**src/design/epcal_pkg.sv**
```systemverilog
// ----------------------------------------------------------------------------
// Epoch seconds to calendar: shared definitions
// Constants, reciprocals for the constant divisions and month tables used by
// the conversion pipeline.
// ----------------------------------------------------------------------------
package epcal_pkg;

   localparam int EPOCH_W    = 40;
   localparam int PIPE_DEPTH = 11;

   // Seconds are biased by a whole number of days so that the day count is
   // never negative and the day offset to 0000-03-01 is a whole number of
   // 400-year eras (39 of them).
   localparam int     BIAS_ERAS  = 39;
   localparam longint BIAS_DAYS  = 64'd719468 + 64'd146097 * 64'(BIAS_ERAS);
   localparam logic [40:0] SEC_BIAS = 41'(BIAS_DAYS * 64'd86400);

   // Day count comes from (seconds >> 7) / 675 by a reciprocal that is exact
   // for any 34-bit dividend. The product is built from two 17-bit halves.
   localparam int DIV_STAGES = 3;
   localparam int DAY_SHIFT  = 44;
   localparam logic [34:0] DAY_RECIP = 35'((64'd1 << DAY_SHIFT) / 64'd675 + 64'd1);
   localparam logic [9:0]  DIV_675   = 10'd675;

   // Reciprocals for floor division by a constant: (x * RECIP) >> SHIFT.
   localparam int ERA_SHIFT  = 42;
   localparam logic [24:0] ERA_RECIP  = 25'((64'd1 << ERA_SHIFT) / 64'd146097 + 64'd1);
   localparam int HOUR_SHIFT = 20;
   localparam logic [12:0] HOUR_RECIP = 13'((64'd1 << HOUR_SHIFT) / 64'd225 + 64'd1);
   localparam int MIN_SHIFT  = 14;
   localparam logic [10:0] MIN_RECIP  = 11'((64'd1 << MIN_SHIFT) / 64'd15 + 64'd1);
   localparam int Q365_SHIFT = 25;
   localparam logic [16:0] Q365_RECIP = 17'((64'd1 << Q365_SHIFT) / 64'd365 + 64'd1);
   localparam int CENT_SHIFT = 30;
   localparam logic [16:0] CENT_RECIP = 17'((64'd1 << CENT_SHIFT) / 64'd9131 + 64'd1);
   localparam int YOE_SHIFT  = 27;
   localparam logic [18:0] YOE_RECIP  = 19'((64'd1 << YOE_SHIFT) / 64'd365 + 64'd1);
   localparam int Y100_SHIFT = 16;
   localparam logic [9:0]  Y100_RECIP = 10'((64'd1 << Y100_SHIFT) / 64'd100 + 64'd1);
   localparam int MP_SHIFT   = 19;
   localparam logic [11:0] MP_RECIP   = 12'((64'd1 << MP_SHIFT) / 64'd153 + 64'd1);

   localparam logic [17:0] DAYS_PER_ERA = 18'd146097;
   localparam logic [17:0] LAST_DOE     = 18'd146096;
   localparam logic [16:0] YEAR_OFFSET  = 17'(BIAS_ERAS * 400 + 1900);
   localparam logic [3:0]  MP_JANUARY   = 4'd10;

   typedef struct packed {
      logic [4:0] hour;
      logic [5:0] minute;
      logic [5:0] second;
      logic [2:0] wday;
   } hms_type;

   // Days before the first of each month in a common year.
   function automatic logic [8:0] month_start(input logic [3:0] mon);
      logic [8:0] days;
      case (mon)
         4'd0:    days = 9'd0;
         4'd1:    days = 9'd31;
         4'd2:    days = 9'd59;
         4'd3:    days = 9'd90;
         4'd4:    days = 9'd120;
         4'd5:    days = 9'd151;
         4'd6:    days = 9'd181;
         4'd7:    days = 9'd212;
         4'd8:    days = 9'd243;
         4'd9:    days = 9'd273;
         4'd10:   days = 9'd304;
         4'd11:   days = 9'd334;
         default: days = 9'd0;
      endcase
      return days;
   endfunction

   // Days before the first of each month in a year that starts in March.
   function automatic logic [8:0] mar_month_start(input logic [3:0] mp);
      logic [8:0] days;
      case (mp)
         4'd0:    days = 9'd0;
         4'd1:    days = 9'd31;
         4'd2:    days = 9'd61;
         4'd3:    days = 9'd92;
         4'd4:    days = 9'd122;
         4'd5:    days = 9'd153;
         4'd6:    days = 9'd184;
         4'd7:    days = 9'd214;
         4'd8:    days = 9'd245;
         4'd9:    days = 9'd275;
         4'd10:   days = 9'd306;
         4'd11:   days = 9'd337;
         default: days = 9'd0;
      endcase
      return days;
   endfunction

endpackage

```
**src/design/epoch_seconds_to_calendar.sv**
```systemverilog
// ----------------------------------------------------------------------------
// Epoch seconds to calendar
// Converts signed seconds since 1970-01-01 00:00 UTC into the proleptic
// Gregorian UTC breakdown in a fully pipelined datapath.
// ----------------------------------------------------------------------------
// The block takes one item in every clock cycle and never raises busy. Each
// result appears on the rsp_ ports with rsp_valid high for one cycle, in order
// of acceptance. The pipeline holds four stages of the reciprocal divide by
// 86400 that yields the day count and the second of the day, followed by seven
// stages for the era, year, month, day and time of day. The receiver cannot
// hold results off, so nothing is ever stalled.
module epoch_seconds_to_calendar
   import epcal_pkg::*;
(
   input  logic                      clock,
   input  logic                      reset,
   input  logic                      start,
   output logic                      busy,
   input  logic signed [EPOCH_W-1:0] req_epoch_seconds,
   output logic                      rsp_valid,
   output logic signed [15:0]        rsp_years_since_1900,
   output logic [3:0]                rsp_month_index,
   output logic [4:0]                rsp_day_of_month,
   output logic [4:0]                rsp_hour_of_day,
   output logic [5:0]                rsp_minute_of_hour,
   output logic [5:0]                rsp_second_of_minute,
   output logic [2:0]                rsp_weekday,
   output logic [8:0]                rsp_day_of_year
);

   logic [PIPE_DEPTH-1:0] valid_ff;
   logic [PIPE_DEPTH-1:0] valid_in;

   // Divider stages: the dividend, the two partial products of the reciprocal,
   // the quotient and the remainder, with the low 7 seconds bits alongside.
   logic [33:0] d0_x_ff;
   logic [51:0] d1_phi_ff, d1_phi_in;
   logic [51:0] d1_plo_ff, d1_plo_in;
   logic [9:0]  d1_xl_ff;
   logic [23:0] d2_q_ff, d2_q_in;
   logic [9:0]  d2_xl_ff;
   logic [23:0] d3_q_ff;
   logic [9:0]  d3_r_ff, d3_r_in;
   logic [6:0]  div_low_ff [0:DIV_STAGES];

   logic [40:0] biased_in;

   logic [23:0] e1_dd_ff, e1_dd_in;
   logic [6:0]  e1_era_ff, e1_era_in;
   logic [16:0] e1_sod_ff, e1_sod_in;
   logic [4:0]  e1_hour_ff, e1_hour_in;
   logic [5:0]  e1_wsum_ff, e1_wsum_in;

   logic [17:0] e2_doe_ff, e2_doe_in;
   logic [6:0]  e2_era_ff;
   logic [11:0] e2_remh_ff, e2_remh_in;
   logic [4:0]  e2_hour_ff;
   logic [2:0]  e2_wday_ff, e2_wday_in;

   logic [17:0] e3_n_ff, e3_n_in;
   logic [17:0] e3_doe_ff;
   logic [6:0]  e3_era_ff;
   logic [11:0] e3_remh_ff;
   logic [4:0]  e3_hour_ff;
   logic [5:0]  e3_minute_ff, e3_minute_in;
   logic [2:0]  e3_wday_ff;

   logic [8:0]  e4_yoe_ff, e4_yoe_in;
   logic [17:0] e4_doe_ff;
   logic [6:0]  e4_era_ff;
   hms_type     e4_hms_ff, e4_hms_in;

   logic [8:0]  e5_yoe_ff;
   logic [8:0]  e5_doym_ff, e5_doym_in;
   logic [6:0]  e5_era_ff;
   hms_type     e5_hms_ff;

   logic [8:0]  e6_yoe_ff;
   logic [8:0]  e6_doym_ff;
   logic [3:0]  e6_mp_ff, e6_mp_in;
   logic [6:0]  e6_era_ff;
   hms_type     e6_hms_ff;

   logic signed [15:0] out_year_ff, out_year_in;
   logic [3:0]  out_mon_ff, out_mon_in;
   logic [4:0]  out_mday_ff, out_mday_in;
   logic [8:0]  out_yday_ff, out_yday_in;
   hms_type     out_hms_ff;

   assign busy = 1'b0;

   // ---------------------------------------------------------------- control
   always_comb begin
      valid_in = {valid_ff[PIPE_DEPTH-2:0], start & ~busy};
   end

   always_ff @(posedge clock) begin
      if (reset) begin
         valid_ff <= '0;
      end else begin
         valid_ff <= valid_in;
      end
   end

   // ---------------------------------------------------------- day division
   always_comb begin
      logic [68:0] prod;
      biased_in = {req_epoch_seconds[EPOCH_W-1], req_epoch_seconds} + SEC_BIAS;
      d1_phi_in = 52'(d0_x_ff[33:17]) * 52'(DAY_RECIP);
      d1_plo_in = 52'(d0_x_ff[16:0]) * 52'(DAY_RECIP);
      prod      = {d1_phi_ff, 17'd0} + 69'(d1_plo_ff);
      d2_q_in   = prod[DAY_SHIFT +: 24];
      // The remainder is below 675, so ten bits of the difference are enough.
      d3_r_in   = d2_xl_ff - 10'(34'(d2_q_ff) * 34'(DIV_675));
   end

   always_ff @(posedge clock) begin
      d0_x_ff       <= biased_in[40:7];
      div_low_ff[0] <= biased_in[6:0];
      d1_phi_ff     <= d1_phi_in;
      d1_plo_ff     <= d1_plo_in;
      d1_xl_ff      <= d0_x_ff[9:0];
      d2_q_ff       <= d2_q_in;
      d2_xl_ff      <= d1_xl_ff;
      d3_q_ff       <= d2_q_ff;
      d3_r_ff       <= d3_r_in;
      for (int s = 0; s < DIV_STAGES; s++) begin
         div_low_ff[s+1] <= div_low_ff[s];
      end
   end

   // ------------------------------------ era index, hour and weekday digits
   always_comb begin
      logic [48:0] era_prod;
      logic [25:0] hour_prod;
      logic [26:0] wd_arg;
      e1_dd_in   = d3_q_ff;
      e1_sod_in  = {d3_r_ff, div_low_ff[DIV_STAGES]};
      era_prod   = 49'(e1_dd_in) * 49'(ERA_RECIP);
      e1_era_in  = era_prod[ERA_SHIFT +: 7];
      hour_prod  = 26'(e1_sod_in[16:4]) * 26'(HOUR_RECIP);
      e1_hour_in = hour_prod[HOUR_SHIFT +: 5];
      // Eight is one modulo seven, so the octal digits sum to the same residue.
      wd_arg     = 27'(e1_dd_in) + 27'd3;
      e1_wsum_in = '0;
      for (int d = 0; d < 9; d++) begin
         e1_wsum_in = e1_wsum_in + 6'(wd_arg[3*d +: 3]);
      end
   end

   always_ff @(posedge clock) begin
      e1_dd_ff   <= e1_dd_in;
      e1_era_ff  <= e1_era_in;
      e1_sod_ff  <= e1_sod_in;
      e1_hour_ff <= e1_hour_in;
      e1_wsum_ff <= e1_wsum_in;
   end

   // -------------------------------- day of era, rest of hour, weekday fold
   always_comb begin
      logic [3:0] fold1;
      logic [2:0] fold2;
      e2_doe_in  = 18'(e1_dd_ff - 24'(e1_era_ff) * 24'(DAYS_PER_ERA));
      e2_remh_in = 12'(e1_sod_ff - 17'(e1_hour_ff) * 17'd3600);
      fold1      = 4'(e1_wsum_ff[5:3]) + 4'(e1_wsum_ff[2:0]);
      fold2      = 3'(4'(fold1[3]) + 4'(fold1[2:0]));
      e2_wday_in = (fold1[3] == 1'b0 && fold1[2:0] == 3'd7) ? 3'd0 :
                   (fold1[3] == 1'b1 && fold1[2:0] == 3'd6) ? 3'd0 : fold2;
   end

   always_ff @(posedge clock) begin
      e2_doe_ff  <= e2_doe_in;
      e2_era_ff  <= e1_era_ff;
      e2_remh_ff <= e2_remh_in;
      e2_hour_ff <= e1_hour_ff;
      e2_wday_ff <= e2_wday_in;
   end

   // ------------------------------ leap-day correction, minute of the hour
   always_comb begin
      logic [32:0] q4_prod;
      logic [32:0] q100_prod;
      logic [20:0] min_prod;
      q4_prod      = 33'(e2_doe_ff[17:2]) * 33'(Q365_RECIP);
      q100_prod    = 33'(e2_doe_ff[17:2]) * 33'(CENT_RECIP);
      e3_n_in      = e2_doe_ff - 18'(q4_prod[Q365_SHIFT +: 8])
                     + 18'(q100_prod[CENT_SHIFT +: 3])
                     - 18'(e2_doe_ff == LAST_DOE);
      min_prod     = 21'(e2_remh_ff[11:2]) * 21'(MIN_RECIP);
      e3_minute_in = min_prod[MIN_SHIFT +: 6];
   end

   always_ff @(posedge clock) begin
      e3_n_ff      <= e3_n_in;
      e3_doe_ff    <= e2_doe_ff;
      e3_era_ff    <= e2_era_ff;
      e3_remh_ff   <= e2_remh_ff;
      e3_hour_ff   <= e2_hour_ff;
      e3_minute_ff <= e3_minute_in;
      e3_wday_ff   <= e2_wday_ff;
   end

   // ------------------------------------------ year of era, second of minute
   always_comb begin
      logic [36:0] yoe_prod;
      yoe_prod         = 37'(e3_n_ff) * 37'(YOE_RECIP);
      e4_yoe_in        = yoe_prod[YOE_SHIFT +: 9];
      e4_hms_in.hour   = e3_hour_ff;
      e4_hms_in.minute = e3_minute_ff;
      e4_hms_in.second = 6'(e3_remh_ff - 12'(e3_minute_ff) * 12'd60);
      e4_hms_in.wday   = e3_wday_ff;
   end

   always_ff @(posedge clock) begin
      e4_yoe_ff <= e4_yoe_in;
      e4_doe_ff <= e3_doe_ff;
      e4_era_ff <= e3_era_ff;
      e4_hms_ff <= e4_hms_in;
   end

   // ------------------------------------------ day of the March-based year
   always_comb begin
      logic [18:0] cent_prod;
      logic [17:0] year_days;
      cent_prod  = 19'(e4_yoe_ff) * 19'(Y100_RECIP);
      year_days  = 18'(e4_yoe_ff) * 18'd365 + 18'(e4_yoe_ff[8:2])
                   - 18'(cent_prod[Y100_SHIFT +: 3]);
      e5_doym_in = 9'(e4_doe_ff - year_days);
   end

   always_ff @(posedge clock) begin
      e5_yoe_ff  <= e4_yoe_ff;
      e5_doym_ff <= e5_doym_in;
      e5_era_ff  <= e4_era_ff;
      e5_hms_ff  <= e4_hms_ff;
   end

   // --------------------------------------------- month of the March year
   always_comb begin
      logic [10:0] mp_arg;
      logic [22:0] mp_prod;
      mp_arg   = 11'(e5_doym_ff) * 11'd5 + 11'd2;
      mp_prod  = 23'(mp_arg) * 23'(MP_RECIP);
      e6_mp_in = mp_prod[MP_SHIFT +: 4];
   end

   always_ff @(posedge clock) begin
      e6_yoe_ff  <= e5_yoe_ff;
      e6_doym_ff <= e5_doym_ff;
      e6_mp_ff   <= e6_mp_in;
      e6_era_ff  <= e5_era_ff;
      e6_hms_ff  <= e5_hms_ff;
   end

   // ------------------------------------------------------- result register
   always_comb begin
      logic       in_next_year;
      logic [8:0] ym;
      logic       leap;
      in_next_year = (e6_mp_ff >= MP_JANUARY);
      out_mon_in   = in_next_year ? 4'(e6_mp_ff - MP_JANUARY) : 4'(e6_mp_ff + 4'd2);
      out_mday_in  = 5'(e6_doym_ff - mar_month_start(e6_mp_ff) + 9'd1);
      // January and February belong to the next calendar year.
      ym           = e6_yoe_ff + 9'(in_next_year);
      out_year_in  = 16'(17'(e6_era_ff) * 17'd400 + 17'(ym) - YEAR_OFFSET);
      // The year within the 400-year era decides the leap rule by itself.
      leap         = (ym[1:0] == 2'd0) && (ym != 9'd100) && (ym != 9'd200)
                     && (ym != 9'd300);
      out_yday_in  = month_start(out_mon_in) + 9'(out_mday_in) - 9'd1
                     + 9'(leap && !in_next_year);
   end

   always_ff @(posedge clock) begin
      out_year_ff <= out_year_in;
      out_mon_ff  <= out_mon_in;
      out_mday_ff <= out_mday_in;
      out_yday_ff <= out_yday_in;
      out_hms_ff  <= e6_hms_ff;
   end

   assign rsp_valid            = valid_ff[PIPE_DEPTH-1];
   assign rsp_years_since_1900 = out_year_ff;
   assign rsp_month_index      = out_mon_ff;
   assign rsp_day_of_month     = out_mday_ff;
   assign rsp_hour_of_day      = out_hms_ff.hour;
   assign rsp_minute_of_hour   = out_hms_ff.minute;
   assign rsp_second_of_minute = out_hms_ff.second;
   assign rsp_weekday          = out_hms_ff.wday;
   assign rsp_day_of_year      = out_yday_ff;

endmodule
```
**config.mk**
```make
export PLATFORM = sky130hd
export DESIGN_NAME = epoch_seconds_to_calendar
export DESIGN_NICKNAME = d
export VERILOG_FILES = /design/src/design/epcal_pkg.sv /design/src/design/epoch_seconds_to_calendar.sv
export SDC_FILE = /design/constraint.sdc
export NUM_CORES = 2
export LEC_CHECK = 0
export BUFFER_PORTS_ARGS = -buffer_cell sky130_fd_sc_hd__clkbuf_2
export CAP_MARGIN = 20
export CORE_MARGIN = 1.5
export CORE_UTILIZATION = 65
export DETAILED_ROUTE_END_ITERATION = 16
export MAX_ROUTING_LAYER = met4
export PLACE_DENSITY = 0.78
export SETUP_SLACK_MARGIN = 0.5
export SYNTH_ARGS = -nofsm -noshare
export SYNTH_HDL_FRONTEND = slang
export SYNTH_SLANG_ARGS = --single-unit
```
**constraint.sdc**
```tcl
create_clock -name clock -period 12.17 [get_ports clock]
set_clock_uncertainty 0.1 [all_clocks]
set_input_delay 2.434 -clock clock [delete_from_list [all_inputs] [get_ports clock]]
set_output_delay 2.434 -clock clock [all_outputs]
set_load 0.02 [all_outputs]
```
==> results.md <==
- CP startpoint: e2_doe_ff[5]$_DFF_P_
- Commonest cells in the netlist: ha_1 (1580), inv_1 (1545), fa_1 (926)
- Chip height: roughly 320 µm
- Syn Area/Cell: roughly 11 µm²
- CTS tree: built
- Initial drt markers: around 1900
- Final Cycle Share: 0.798
- Top cell type's share of synthesized area: 0.300
- DR vias: ~42000
- Yosys top cell by area: ha_1
- Io pins: 99
- Average wire per standard cell: roughly 18 µm
- Die X: 321 µm
- Post_cts resized: 0
- EDFF count, synth: 0
- CP Class: register to register
- CP max stage cell: dfxtp_1
- Status: finished clean
- Vias/cell: roughly 5.4
- Diode count: 0
- Site Rows: 116
- Setup bufs post-CTS: 0
- Vias in the first global route: about 46000
- DRT Pass-1 Iters: 5
- GRT Util Overall: 0.290
- Layout Nets: between 8000 and 9000
- Worst hold path type: register to register
- Fin crit period: between 9 and 10 ns
- Synth warn: 0
- Fin. Hold Viols: 0
- Maxcap violations: 0
- Multi-input gate area: a little under 50000 µm²
- Aggregate global routing overflow: 0
- Largest net degree at the start of global routing: 15
- DRC violations left: 0
- RSZ-0062 raised after global routing: no
- Root buf cell: clkbuf_16
- Final ANT Viol Nets: 0
- Core area: 100000 µm²
- Die area: a little over 100000 µm²
- Fill count: around 7300
- Worst skew pair latency: between 0.6 and 0.7 ns
- Post-Syn Area: around 66000 µm²
- Htree depth: 3
- Slew @ Worst Pin: around 1 ns
- P&R area growth vs syn: 6.79%
- CP Capture Type: register
- GPL Wtd Cong: 0.980
- Port-buffer cells: 97
- Initial antenna violation count: 0
- Worst path max stage delay: about 0.62 ns
- Worst flop-to-flop path startpoint: e2_doe_ff[5]$_DFF_P_
- Ys flop type: dfxtp_1
- Slew Limit Headroom: 0.352
- Sequential share of the synthesized area: 0.174
- Most frequent CP cell: fa_1
- Largest cells by area after synthesis: ha_1 (30%), fa_1 (28%), dfxtp_1 (17%)
- #FFs+latches synth: about 570
- Critical path arrival: about 10 ns
- Max clock buf depth: 3
- CTS buffer count: 67
- Setup crit start kind: register
- CTS sink cnt: between 500 and 600
- Count leader, synth: ha_1
- Worst Path Max Fanout: 10
- Hold_buf cts: 0
- Global-route wire length before repair: roughly 230000 µm
- Slew Limit Fails: 0
- Area occupied by registers: ~11000 µm²
- Mapped Cells: roughly 6200
- Starting density of the core: 0.657
- Peak Freq: slightly above 0.1 GHz
- Routed Wire Length: ~140000 µm
- Clock slew at reported path FFs: 0.07 ns
- Syn nets: ~9000
- Fraction of final layout cells sized beyond drive strength 1: 0.0383
- Async SR Flop Fraction: 0
- Hold path startpoint: e5_era_ff[1]$_DFF_P_
- Fin Setup TNS: 0 ns
- Critical Path RT: between 10 and 15 ns
- HPWL Detailed: ~120000 µm
- Synth cell types: 86
- Setup Viol. Count Final: 0
[routing by layer]
layer / GRT usage / up-vias / wire length, µm
li1: - / 20200 / -
met1: 0.348 / 20800 / 57200
met2: 0.507 / 1077 / 69800
met3: 0.0384 / 284 / 7390
met4: 0.0884 / 0 / 4190
met5: - / - / 0
[through the flow]
step           utilization  hold WS [ns]  cells  worst slack [ns]  area (µm²)
2_1_floorplan            -         0.210   6212              3.68       65900
5_1_grt              0.701         0.225   7786              1.92       70300
3_5_place_dp         0.679         0.212   7666              2.59       68100
6_report             0.701         0.218   7786              2.46       70300
4_1_cts              0.701         0.216   7786              2.54       70300
3_3_place_gp         0.679         0.210   7666              2.67       68100
[worst max-delay path: cells and delay by family, from the launching register on]
kind | cells | cell delay, ns
AOI/OAI and AO/OA | 14 | 3.10
adders and majority gates | 9 | 4.50
DFF | 1 | 0.62
buffers and inverters | 5 | 0.53
and+or+nand+nor | 2 | 0.41
xor gates and xnor gates | 2 | 0.36
[path summary, 6_finish.rpt]
| kind | to | slack (ns) | depth (start not counted) |
|---|---|---|---|
| max | e3_n_ff[16]$_DFF_P_ | 2.46 | 32 |
| min | e6_era_ff[1]$_DFF_P_ | 0.22 | 0 |
| max reg2reg | e3_n_ff[16]$_DFF_P_ | 2.46 | 32 |
| min reg2reg | e6_era_ff[1]$_DFF_P_ | 0.22 | 0 |
[state kept, by name, summed over array words and instances (netlist names), 11 cells and up, named ones only]
signal / flops
d1_phi_ff: 49
d0_x_ff: 34
d1_plo_ff: 33
div_low_ff: 28
d2_q_ff: 24
d3_q_ff: 24
e4_hms_ff: 20
e5_hms_ff: 20
e6_hms_ff: 20
e1_dd_ff: 18
e2_doe_ff: 18
e3_n_ff: 18
rsp_years_since_1900: 16
e1_sod_ff: 12
e2_remh_ff: 12
valid_ff: 11
[cell type report]
cell class	instances	share of cell area
multi-input cells	4077	0.689
flip-flops and latches	574	0.163
inverters	1546	0.0825
clock buffers	85	0.0260
well taps	1357	0.0241
repair buffers	112	0.00850
clock inverters	35	0.00648
[layout by cell type, fill, tap and decap left out, types with 65 or more instances in the layout]
cell type / n
ha_1: 1580
inv_1: 1545
fa_1: 926
dfxtp_1: 574
xnor2_1: 238
a21oi_1: 236
nor2_1: 130
nand2_1: 124
a21o_1: 117
o21ai_0: 108
xor2_1: 106
clkbuf_2: 97
clkbuf_16: 68
nand3_1: 65
[kinds of logic (layout without fill, tap and decap cells)]
group / count (synthesis) / after routing / synth area share
adder cells (fa/ha/maj): 2506 / 2506 / 0.582
flip-flops: 574 / 574 / 0.174
AO/OA/AOI/OAI: 697 / 697 / 0.0686
multiplexers: 2 / 2 / 0.000323
AND/OR/NAND/NOR: 527 / 527 / 0.0395
buffers and inverters: 1561 / 1778 / 0.0897
XOR/XNOR: 344 / 344 / 0.0457
other: 1 / 1 / 0.0000569
Power is left out: the tool's default activity adds up to more than one toggle a clock period on the data nets, which glitch-free logic cannot reach.
